`config.mk`:
```
export PLATFORM = sky130hd
export DESIGN_NAME = button_click_long_press_detector_top
export DESIGN_NICKNAME = d
export VERILOG_FILES = /design/src/bclp_pkg.sv /design/src/button_click_long_press_detector_top.sv
export SDC_FILE = /design/constraint.sdc
export NUM_CORES = 1
export LEC_CHECK = 0
export BUFFER_PORTS_ARGS = -buffer_cell sky130_fd_sc_hd__buf_2
export CAP_MARGIN = 20
export CORE_MARGIN = 2
export CORE_UTILIZATION = 40
export DETAILED_ROUTE_END_ITERATION = 8
export PLACE_DENSITY = 0.58
export SKIP_LAST_GASP = 1
export SLEW_MARGIN = 20
export SYNTH_ARGS = -nofsm -noshare
export SYNTH_HDL_FRONTEND = slang
export SYNTH_SLANG_ARGS = --single-unit
```
`constraint.sdc`:
```
create_clock -name clk -period 3.2 [get_ports clk]
set_input_delay 0.32 -clock clk [delete_from_list [all_inputs] [get_ports clk]]
set_output_delay 0.32 -clock clk [all_outputs]
set_load 0.005 [all_outputs]
```
`src/bclp_pkg.sv`:
```
// Shared constants for the button click / long-press detector.
// Depends on nothing; imported by button_click_long_press_detector_top and its testbench.
package bclp_pkg;

  // Raw samples per debounce window.
  localparam int WINDOW_SAMPLES = 10;
  localparam int IDX_W          = (WINDOW_SAMPLES > 1) ? $clog2(WINDOW_SAMPLES) : 1;
  localparam int VOTE_W         = $clog2(WINDOW_SAMPLES + 1);

  // Register widths and the configuration port.
  localparam int THR_W    = 4;
  localparam int CNT_W    = 16;
  localparam int CFG_AW   = 2;
  localparam int CFG_DW   = 16;
  localparam int CMP_W    = (VOTE_W > THR_W) ? VOTE_W : THR_W;

  // Register indexes.
  localparam logic [CFG_AW-1:0] REG_VOTE_THRESHOLD   = 2'd0;
  localparam logic [CFG_AW-1:0] REG_LONG_PRESS_COUNT = 2'd1;
  localparam logic [CFG_AW-1:0] REG_RELEASE_COUNT    = 2'd2;
  localparam logic [CFG_AW-1:0] REG_EVENT_HOLD_LIMIT = 2'd3;

  // Register reset values.
  localparam logic [THR_W-1:0] VOTE_THRESHOLD_RST   = 4'd8;
  localparam logic [CNT_W-1:0] LONG_PRESS_COUNT_RST = 16'd100;
  localparam logic [CNT_W-1:0] RELEASE_COUNT_RST    = 16'd5;
  localparam logic [CNT_W-1:0] EVENT_HOLD_LIMIT_RST = 16'd200;

  localparam logic [CNT_W-1:0] CNT_MAX = {CNT_W{1'b1}};

  // Event codes.
  typedef enum logic [1:0] {
    EV_NONE  = 2'd0,
    EV_CLICK = 2'd1,
    EV_LONG  = 2'd2
  } event_t;

  // Payload widths on the stream channels.
  localparam int IN_DW  = 8;
  localparam int OUT_DW = 8;

endpackage

```
`src/button_click_long_press_detector_top.sv`:
```
// Button click / long-press detector: debounce voting and event classifier.
// Depends on bclp_pkg.
//
// Usage: every request on the s_axis channel is one sample tick. s_axis_tdata
// carries the raw button level and a read flag that fetches and clears the
// pending event. Each request produces exactly one result on m_axis: the event
// fetched by the read (none when no read was requested), a flag that says the
// tick completed a debounce window, and the current debounced level.
// Samples are counted per window of WINDOW_SAMPLES ticks; at the last tick of
// a window the pressed count is compared against vote_threshold and the
// debounced level drives the idle/down/up/finished classifier.
// Each accepted result is registered in the result register, or in the skid
// register while the receiver stalls. Throughput is one request per cycle
// when not stalled, set by the single update stage before out_reg.
// A two-entry output (result register plus skid register) lets the block keep
// accepting while the receiver stalls; s_axis_tready drops only when both are
// full and recovers as soon as the receiver takes a result.
// Reset (rst, synchronous, active high) empties the output, restores the
// register defaults and returns the classifier to idle with no pending event.
// Config writes (cfg_wen, cfg_index, cfg_data) take effect at the next edge.
// The user must issue them only while the block is idle; this is not enforced.
module button_click_long_press_detector_top
  import bclp_pkg::*;
(
  input  logic              clk,
  input  logic              rst,
  // Sample channel.
  input  logic              s_axis_tvalid,
  output logic              s_axis_tready,
  input  logic [IN_DW-1:0]  s_axis_tdata,   // [0] button_pressed, [1] read_event
  // Result channel.
  output logic              m_axis_tvalid,
  input  logic              m_axis_tready,
  output logic [OUT_DW-1:0] m_axis_tdata,   // [1:0] event_code, [2] judged,
                                            // [3] debounced_level
  // Configuration write port.
  input  logic              cfg_wen,
  input  logic [CFG_AW-1:0] cfg_index,
  input  logic [CFG_DW-1:0] cfg_data
);

  typedef enum logic [1:0] {
    PH_IDLE   = 2'd0,
    PH_DOWN   = 2'd1,
    PH_UP     = 2'd2,
    PH_FINISH = 2'd3
  } phase_t;

  typedef struct packed {
    logic [1:0] event_code;
    logic       judged;
    logic       debounced_level;
  } result_t;

  // Configuration registers.
  logic [THR_W-1:0] vote_threshold;
  logic [CNT_W-1:0] long_press_count;
  logic [CNT_W-1:0] release_count;
  logic [CNT_W-1:0] event_hold_limit;

  // Detector state. Because a judgement only happens once every window slot
  // has been refilled, a running count of pressed samples stands in for the
  // window itself.
  logic [IDX_W-1:0]  sample_index;
  logic [VOTE_W-1:0] votes;
  phase_t            key_phase;
  logic [CNT_W-1:0]  press_counter;
  logic [CNT_W-1:0]  release_counter;
  logic [CNT_W-1:0]  hold_counter;
  event_t            pending_event;
  logic              last_level;

  // Output register and skid register.
  result_t out_reg;
  logic    out_valid;
  result_t skid_reg;
  logic    skid_valid;

  logic accept;
  logic button_pressed;
  logic read_event;

  logic [IDX_W-1:0]  sample_index_next;
  logic [VOTE_W-1:0] votes_next;
  logic [VOTE_W-1:0] votes_sum;
  logic              window_done;
  logic              level;
  phase_t            key_phase_next;
  logic [CNT_W-1:0]  press_counter_next;
  logic [CNT_W-1:0]  release_counter_next;
  logic [CNT_W-1:0]  hold_counter_next;
  event_t            pending_event_next;
  logic              last_level_next;
  logic              classify;
  result_t           result_next;

  assign button_pressed = s_axis_tdata[0];
  assign read_event     = s_axis_tdata[1];
  assign s_axis_tready  = ~skid_valid;
  assign accept         = s_axis_tvalid & s_axis_tready;

  // Window bookkeeping and vote.
  always_comb begin
    votes_sum   = votes + VOTE_W'(button_pressed);
    window_done = (sample_index == IDX_W'(WINDOW_SAMPLES - 1));
    level       = (CMP_W'(votes_sum) >= CMP_W'(vote_threshold));
    if (window_done) begin
      sample_index_next = '0;
      votes_next        = '0;
      last_level_next   = level;
    end else begin
      sample_index_next = sample_index + IDX_W'(1);
      votes_next        = votes_sum;
      last_level_next   = last_level;
    end
  end

  // Classifier update for one judgement, then the event read.
  always_comb begin
    key_phase_next       = key_phase;
    press_counter_next   = press_counter;
    release_counter_next = release_counter;
    hold_counter_next    = hold_counter;
    pending_event_next   = pending_event;
    classify             = window_done;
    result_next          = '0;

    // An unread event blocks classification until the hold time runs out.
    if (window_done && (pending_event != EV_NONE)) begin
      if (hold_counter <= event_hold_limit) begin
        if (hold_counter != CNT_MAX) begin
          hold_counter_next = hold_counter + CNT_W'(1);
        end
        classify = 1'b0;
      end else begin
        pending_event_next = EV_NONE;
      end
    end

    // In the finished phase a release drops to idle and is judged there.
    if (classify && (key_phase == PH_FINISH)) begin
      if (!level) begin
        key_phase_next = PH_IDLE;
      end else begin
        classify = 1'b0;
      end
    end

    if (classify) begin
      case (key_phase_next)
        PH_IDLE: begin
          if (level) begin
            key_phase_next       = PH_DOWN;
            press_counter_next   = '0;
            release_counter_next = '0;
          end
        end
        PH_DOWN: begin
          if (!level) begin
            key_phase_next       = PH_UP;
            release_counter_next = '0;
          end else begin
            if (press_counter != CNT_MAX) begin
              press_counter_next = press_counter + CNT_W'(1);
            end
            if (press_counter_next >= long_press_count) begin
              key_phase_next     = PH_FINISH;
              pending_event_next = EV_LONG;
              hold_counter_next  = '0;
            end
          end
        end
        default: begin
          // The up phase counts every judgement whatever the level.
          if (release_counter != CNT_MAX) begin
            release_counter_next = release_counter + CNT_W'(1);
          end
          if (release_counter_next >= release_count) begin
            key_phase_next     = PH_FINISH;
            pending_event_next = EV_CLICK;
            hold_counter_next  = '0;
          end
        end
      endcase
    end

    if (read_event) begin
      result_next.event_code = pending_event_next;
      pending_event_next     = EV_NONE;
    end
    result_next.judged          = window_done;
    result_next.debounced_level = last_level_next;
  end

  always_ff @(posedge clk) begin
    if (rst) begin
      vote_threshold   <= VOTE_THRESHOLD_RST;
      long_press_count <= LONG_PRESS_COUNT_RST;
      release_count    <= RELEASE_COUNT_RST;
      event_hold_limit <= EVENT_HOLD_LIMIT_RST;
      sample_index     <= '0;
      votes            <= '0;
      key_phase        <= PH_IDLE;
      press_counter    <= '0;
      release_counter  <= '0;
      hold_counter     <= '0;
      pending_event    <= EV_NONE;
      last_level       <= 1'b0;
      out_valid        <= 1'b0;
      skid_valid       <= 1'b0;
    end else begin
      if (cfg_wen) begin
        case (cfg_index)
          REG_VOTE_THRESHOLD:   vote_threshold   <= cfg_data[THR_W-1:0];
          REG_LONG_PRESS_COUNT: long_press_count <= cfg_data[CNT_W-1:0];
          REG_RELEASE_COUNT:    release_count    <= cfg_data[CNT_W-1:0];
          REG_EVENT_HOLD_LIMIT: event_hold_limit <= cfg_data[CNT_W-1:0];
          default: ;
        endcase
      end

      if (accept) begin
        sample_index    <= sample_index_next;
        votes           <= votes_next;
        key_phase       <= key_phase_next;
        press_counter   <= press_counter_next;
        release_counter <= release_counter_next;
        hold_counter    <= hold_counter_next;
        pending_event   <= pending_event_next;
        last_level      <= last_level_next;
      end

      // Output register drains into the receiver; the skid register catches
      // a request accepted while the output register is stalled.
      if (!out_valid || m_axis_tready) begin
        if (skid_valid) begin
          out_reg    <= skid_reg;
          out_valid  <= 1'b1;
          skid_valid <= 1'b0;
        end else begin
          out_reg   <= result_next;
          out_valid <= accept;
        end
      end else if (accept) begin
        skid_reg   <= result_next;
        skid_valid <= 1'b1;
      end
    end
  end

  assign m_axis_tvalid = out_valid;
  assign m_axis_tdata  = {{(OUT_DW - 4){1'b0}}, out_reg.debounced_level, out_reg.judged,
                          out_reg.event_code};

endmodule

```
# Word level (Yosys, flattened, before mapping)
# Index checks and enable logic that the tools add are counted.
# Widths: inputs -> output; s select.
# totals
latch_bits	0
mem_count	0
mem_bits_rw	0
romBits	0
regBits	123
# classes
mux	46
n_lt_le_gt_ge	4
shift	0
n_eq_ne	12
div	0
reduce_logical	18
bitwise_logic	4
addsub	5
multipliers	0
# op_table
op	n
$mux 16	17
$pmux 16 s2	3
$add 16x1->16 const B	3
$ne 16x16->1 const B	3
$ge 16x16->1	2
$mux 2	15
$le 16x16->1	1
$mux 4	3
$reduce_and 2->1	5
$pmux 2 s2	2
$eq 2x2->1 const B	3
$mux 1	6
$ne 2x2->1 const B	3
$reduce_and 5->1	1
$add 4x1->4	1
$add 4x1->4 const B	1
$eq 2x1->1 const B	2
$eq 4x4->1 const B	1
$ge 4x4->1	1
$logic_not 2->1	2
$reduce_and 4->1	1
$reduce_bool 2->1	2
$reduce_or 2->1	2
$not 1->1	3
other kinds (5)	6

# Depth between registers and ports, before layout
# Gate-level depths: netlist (run 1).
# depth
word_depth	15
depth_mapped	17
depth_no_buf	15

# Worst setup path before layout (run 1)
# Ideal clock, no wire load.
# synth_path
kind	reg-to-reg
start	register press_counter[4]
end	register hold_counter[10]
arrival_time_ps	3135
t_required_ps	3085
path_slack_ps	-50
path_buffers	2
setup_ps	115
stages_incl_launch_ff	16
cell_sequence	dfxtp_1 buf_2 and4_1 nand4_1 nor3_1 nor2_1 and3_1 xor2_1 ha_1 nand4_1 a211oi_1 a211oi_2 o311ai_0 a21o_4 buf_6 nor2_2
# synth_via
elab_chain_len	10
word_cells_on_any_way	11
# synth_rtl
item	line_no	text
start, declared	button_click_long_press_detector_top.sv:67	logic [CNT_W-1:0] press_counter;
start signal, assigned	button_click_long_press_detector_top.sv:226	press_counter <= press_counter_next;
$add 16x1->16 / $ne 16x16->1 (equally long branches)	button_click_long_press_detector_top.sv:164, button_click_long_press_detector_top.sv:163	
$mux 16 *	button_click_long_press_detector_top.sv:163	if (press_counter != CNT_MAX) begin
$mux 16 *	button_click_long_press_detector_top.sv:159	if (!level) begin
$mux 16 *	button_click_long_press_detector_top.sv:150	case (key_phase_next)
$mux 16 *	button_click_long_press_detector_top.sv:149	if (classify) begin
$ge 16x16->1 *	button_click_long_press_detector_top.sv:166	if (press_counter_next >= long_press_count) begin
$mux 16 *	button_click_long_press_detector_top.sv:166	
$mux 16 *	button_click_long_press_detector_top.sv:159	
$pmux 16 s2 *	button_click_long_press_detector_top.sv:150	
$mux 16 *	button_click_long_press_detector_top.sv:149	
end signal, assigned	button_click_long_press_detector_top.sv:228	hold_counter <= hold_counter_next;
end, declared	button_click_long_press_detector_top.sv:69	logic [CNT_W-1:0] hold_counter;
# Every way passes the cells marked *; elsewhere a longest branch is shown, timed or not. The select of a mux whose other input is x is not followed.
# A chain may end at the register's enable or synchronous reset.

# Final worst setup path (run 1)
# layout_path
start	register release_counter[1]
end	register hold_counter[11]
# layout_via
elab_chain_len	8
word_cells_on_any_way	9
# layout_rtl
item	line_no	text
start, declared	button_click_long_press_detector_top.sv:68	logic [CNT_W-1:0] release_counter;
start signal, assigned	button_click_long_press_detector_top.sv:227	release_counter <= release_counter_next;
$add 16x1->16 / $ne 16x16->1 (equally long branches)	button_click_long_press_detector_top.sv:176, button_click_long_press_detector_top.sv:175	
$mux 16 *	button_click_long_press_detector_top.sv:175	if (release_counter != CNT_MAX) begin
$mux 16 *	button_click_long_press_detector_top.sv:150	
$mux 16 *	button_click_long_press_detector_top.sv:149	
$ge 16x16->1 *	button_click_long_press_detector_top.sv:178	if (release_counter_next >= release_count) begin
$mux 16 *	button_click_long_press_detector_top.sv:178	
$pmux 16 s2 *	button_click_long_press_detector_top.sv:150	
$mux 16 *	button_click_long_press_detector_top.sv:149	
# Marked as above.

==> reports/summary.txt, run 1 <==
status -> finished, violations left
failing checks -> setup timing
top cells by area, synth -> dfxtp_1 32%, ha_1 9.8%, nand2_1 7.5%
deepest clock path buffer count -> 2
Post-synth ARST share -> 0%
die height -> 139 µm
CTS clk-pin slew, worst paths -> 0.06 ns
hold path start -> cfg_data[4]
DRT Pass-1 Iters -> 4
Ports -> 41
clock buffers created by TritonCTS -> 17
clock network power share -> 55.9%
Root Buffer -> clkbuf_16
Clk Latency, worst-skew pair -> 0.42 ns
Synth top area share -> 31.6%
Inst Count DP -> 1200
total of max-cap violations -> 0
pin count of the biggest net entering global routing -> 43
sequential area share after synthesis -> 34.9%
setup tns final -> -1.97 ns
relative slew slack -> 30.5%
CP cell instances -> ha_4, and2_4, nand4_1, nor4_4, buf_6, nor2_1, nand2_1, xnor2_1, ha_1, a21o_1, a21oi_2, o21ai_1, a2bb2oi_2, o311ai_4, a21o_4, buf_4, a21oi_1
Cell Pwr Density -> 437 nW/µm²
critical path class -> flip-flop to flip-flop
synth cell count leaders -> 145 x nand2_1, 115 x dfxtp_1, 96 x a21oi_1, 58 x inv_1, 57 x ha_1
GP Congestion -> 0.815
Final Hold Viols -> 0
HP Class -> input port to flip-flop
Die Area -> 19300 µm²
EDFF count, synth -> 8
Comb power frac -> 5.7%
reg2reg start -> release_counter[1]
Fin Hold WS -> 0.182 ns
slowest CP cell -> nor4_4
Worst Skew -> 0.00913 ns
Die Width -> 139 µm
startpoint types -> flip-flop
CP max FO -> 7
post-route ant nets -> 0
clock sink count -> 123
initial antenna violation count -> 0
data required time of the worst path -> 3.55 ns
largest stage delay on the critical path -> 0.42 ns
register share of total power -> 38.4%
max-slew violation count -> 0
vias per cell -> 5.21
Syn. warnings -> 0
P&R area growth vs syn -> 30.6%
Syn Area/Cell -> 8.22 µm²
routed vias -> 6574
peak supply drop -> 0.366 mV
post-route clock period utilization -> 104%
switching share of power -> 21.0%
worst-margin pin slew -> 1.04 ns
fin cells -> 1261
CTS H-Tree Depth -> 4
CP Capture Type -> flip-flop
cell taking the most area after synthesis -> dfxtp_1
NetSw -> 0.000872 W
f_max -> 299 MHz
DRC viols -> 0
fin nets -> 1107
DP HPWL -> 13500 µm
final instance area -> 9510 µm²
Post-Synthesis Cells -> 886
Port Buffers -> 30
first-pass GRT wire length -> 31100 µm
Setup WS post-layout -> -0.140 ns
Area after DPL -> 8220 µm²
fraction of layout cells with a size suffix above 1 -> 28.6%
gr ovfl total -> 0
Int Pwr -> 0.00328 W
# rows -> 49
count leader, synth -> nand2_1
Starting Density -> 40.7%
Iter 0 DRT Violations -> 333
CORE AREA -> 17900 µm²
top_reg_cell synth -> dfxtp_1
worst setup path start -> release_counter[1]
vias in the first global route -> 6193
GRT Util Overall -> 19.9%
drt total wl -> 19300 µm
drt wl/cell -> 15.3 µm
Final Critical Period -> 3.34 ns
P_leak -> 3.91 nW
dpl ws -> -0.312 ns
Yosys reg bits -> 123
Yosys cell types -> 86
CTS tree -> done
Synth Cell Area -> 7280 µm²
diode count -> 0
RSZ-0062 raised after global routing -> true
final setup vio count -> 18
critical path arrival -> 3.69 ns
path summary, 6_finish.rpt:
kind / end / slack (ns) / cells past startpoint
max: hold_counter[11] / -0.14 / 17
min: long_press_count[4] / 0.18 / 3
max reg2reg: hold_counter[11] / -0.14 / 17
min reg2reg: long_press_count[14] / 0.46 / 2
worst max-delay path: cells and delay by family (launching register included):
family / cells / cell delay, ns
compound gates: 7 / 1.15
simple gates: 5 / 0.86
fa+ha+maj: 2 / 0.41
flops: 1 / 0.35
buf+inv: 2 / 0.34
xor+xnor: 1 / 0.15
final cells by class:
type / count / area (µm²)
multi-input combinational: 669 / 4660
sequential: 123 / 2560
inverter: 59 / 221
fill: 1675 / 8390
timing repair buffer: 149 / 1080
tap: 229 / 287
clock inverter: 12 / 268
clock buffer: 20 / 437
kinds of logic after synthesis:
family,after synthesis,share of synthesized area (%)
simple gates,379,27.6
compound gates,195,17.8
flops,123,34.9
buf+inv,97,5.67
fa+ha+maj,57,9.80
xor+xnor,28,3.37
mux,6,0.876
other cells,1,0.0515
metal layers:
metal | vias up | wire, µm | part of all wire (%) | GRT usage, %
met3 | 23 | 659 | 3.4 | 4.04
li1 | 3381 | - | - | -
met1 | 3060 | 9480 | 49 | 27.3
met4 | 0 | 250 | 1.3 | 5.26
met2 | 110 | 8870 | 46 | 32.0
met5 | - | 0 | 0 | 0
power by group through the flow:
| stage | sequential [W] | clock, W | combinational, W |
|---|---|---|---|
| floorplan | 0.00163 | 0 | 0.000149 |
| global placement | 0.00163 | 0 | 0.000217 |
| detailed placement | 0.00163 | 0 | 0.000218 |
| CTS | 0.00160 | 0.00236 | 0.000228 |
| global route | 0.00160 | 0.00243 | 0.000265 |
| finish | 0.00160 | 0.00232 | 0.000236 |
through the flow:
| stage | utilization, % | total power, W |
|---|---|---|
| global route | 53.1 | 0.00430 |
| global placement | 45.9 | 0.00185 |
| floorplan | - | 0.00177 |
| CTS | 51.4 | 0.00418 |
| detailed placement | 45.9 | 0.00185 |
| finish | 53.1 | 0.00415 |
cell usage in the layout (no fill, tap or decap), drive strengths merged, types with 20 or more instances in the layout:
master  count
dfxtp     115
nor2       57
xnor2      21
ha         57
nand3      41
a21oi      97
nand4      20
inv        59
buf       148
o21ai      23
nand2     146
clkbuf     21
repair_timing:
item / 4_1_cts / 5_1_grt
resized for setup: 29 / 47
setup buffers: 19 / 10
endpoints found under the hold margin: 0 / 0
hold buffers: 0 / 0
endpoints found under the setup margin: 21 / 25
gates cloned: 0 / 1
pin swaps: 6 / 38
Note: power is estimated with default switching activity, not from simulation.
==> inputs of run 2 (changes only) <==
--- a/config.mk
+++ b/config.mk
@@ -6,9 +6,10 @@
 export NUM_CORES = 1
 export LEC_CHECK = 0
 export BUFFER_PORTS_ARGS = -buffer_cell sky130_fd_sc_hd__buf_2
-export CAP_MARGIN = 20
+export CAP_MARGIN = 10
 export CORE_MARGIN = 2
 export CORE_UTILIZATION = 40
+export CTS_BUF_LIST = sky130_fd_sc_hd__clkbuf_8 sky130_fd_sc_hd__clkbuf_16
 export DETAILED_ROUTE_END_ITERATION = 8
 export PLACE_DENSITY = 0.58
 export SKIP_LAST_GASP = 1
==> run 2 against run 1 <==
Net effect: the flow still finishes with violations (setup timing); count of clock-buffer cells in the layout decreased by 3; total power fell by 0.21%; sequential power barely moved; clock power about the same; critical path type unchanged; largest cell class unchanged; largest power group unchanged; highest routed layer unchanged.
==> reports/summary.txt, run 2 (synthesized netlist as in run 1, its figures left out) <==
status -> finished, violations left
failing checks -> setup timing
fraction of layout cells with a size suffix above 1 -> 28.6%
fillers -> 1675
deepest clock path buffer count -> 2
GP Congestion -> 0.815
P_leak -> 3.92 nW
P&R area growth vs syn -> 30.6%
Fin Hold WS -> 0.183 ns
clock sink count -> 123
startpoint types -> flip-flop
data required time of the worst path -> 3.55 ns
Inst Count DP -> 1200
Final Hold Viols -> 0
Iter 0 DRT Violations -> 331
CP Capture Type -> flip-flop
HP Class -> input port to flip-flop
# rows -> 49
drt total wl -> 19300 µm
relative slew slack -> 30.4%
die height -> 139 µm
critical path class -> flip-flop to flip-flop
vias per cell -> 5.19
DP HPWL -> 13500 µm
CP max FO -> 7
Root Buffer -> clkbuf_16
Clk Latency, worst-skew pair -> 0.42 ns
GRT Util Overall -> 19.9%
CTS Hold Buffers Added -> 0
Die Area -> 19300 µm²
pin count of the biggest net entering global routing -> 43
fin cells -> 1261
first-pass GRT wire length -> 31100 µm
f_max -> 299 MHz
worst-margin pin slew -> 1.04 ns
Cell Pwr Density -> 436 nW/µm²
Final Critical Period -> 3.34 ns
DRC viols -> 0
Worst Skew -> 0.00880 ns
CTS clk-pin slew, worst paths -> 0.06 ns
peak supply drop -> 0.366 mV
CTS tree -> done
Port Buffers -> 30
max-slew violation count -> 0
initial antenna violation count -> 0
gr ovfl total -> 0
setup tns final -> -1.96 ns
CORE AREA -> 17900 µm²
drt wl/cell -> 15.3 µm
CTS H-Tree Depth -> 4
overall power consumption -> 0.00415 W
Ports -> 41
total of max-cap violations -> 0
Die Width -> 139 µm
RSZ-0062 raised after global routing -> true
fin util -> 53.1%
diode count -> 0
DRT Pass-1 Iters -> 4
post-route clock period utilization -> 104%
critical path arrival -> 3.69 ns
post-route ant nets -> 0
fin nets -> 1107
most common cell after layout, fill and taps aside -> nand2_1
commonest cells after routing, fill and taps aside -> 143 x nand2_1, 116 x buf_4, 104 x dfxtp_1
routed vias -> 6546
Starting Density -> 40.7%
clock buffers created by TritonCTS -> 17
vias in the first global route -> 6193
Setup WS post-layout -> -0.140 ns
final setup vio count -> 18
[run 2: changes by cell type in the layout (fill, tap and decap cells not counted)]
cell / change
clkbuf_1: -3
inv_1: +3
[run 2: final cells by class]
type                       instances  area, µm²  share of cell area, %
clock inverter                    15        279                   2.93
timing repair buffer             149       1080                   11.3
inverter                          59        221                   2.33
clock buffer                      17        425                   4.47
sequential                       123       2560                   26.9
multi-input combinational        669       4660                   49.0
tap                              229        287                   3.01
[run 2: path summary, 6_finish.rpt]
kind | from | endpoint | slack [ns] | cells after the start
worst max-delay path | release_counter[1] | hold_counter[11] | -0.14 | 17
worst min register to register | long_press_count[14] | long_press_count[14] | 0.46 | 2
worst max register to register | release_counter[1] | hold_counter[11] | -0.14 | 17
worst min-delay path | cfg_data[4] | long_press_count[4] | 0.18 | 3
[run 2: timing repair]
item / 4_1_cts / 5_1_grt
setup buffers: 19 / 10
hold endpoints to repair: 0 / 0
endpoints found under the setup margin: 21 / 25
gates resized for setup: 29 / 47
pin swaps: 6 / 39
gates cloned: 0 / 1
[run 2: per-layer routing]
layer,global-route usage (%),up-vias,share of wire [%]
met1,27.3,3036,49
li1,-,3380,-
met3,4.04,23,4.1
met2,32.0,107,46
met4,5.26,0,1.3
met5,0,-,0
[run 2: power breakdown]
group,leakage (nW),switching (W),internal (W)
Clock,0.343,0.000708,0.00161
Combinational,2.56,0.000149,0.0000871
Sequential,1.02,0.0000170,0.00158
[run 2: critical path, cell delays in order, from the launching register on]
cell and delay (ns):
dfxtp_2 0.35, ha_4 0.13, and2_4 0.13, nand4_1 0.16
nor4_4 0.42, buf_6 0.19, nor2_1 0.06, nand2_1 0.10
xnor2_1 0.15, ha_1 0.28, a21o_1 0.19, a21oi_2 0.10
o21ai_1 0.08, a2bb2oi_2 0.25, o311ai_4 0.15, a21o_4 0.28
buf_4 0.15, a21oi_1 0.10
[run 2: stage by stage]
step | instance area [µm²] | setup WS [ns]
3_3_place_gp | 8220 | -0.268
4_1_cts | 9190 | -0.00319
2_1_floorplan | 7300 | 0.0333
6_report | 9510 | -0.140
5_1_grt | 9510 | -0.291
3_5_place_dp | 8220 | -0.312
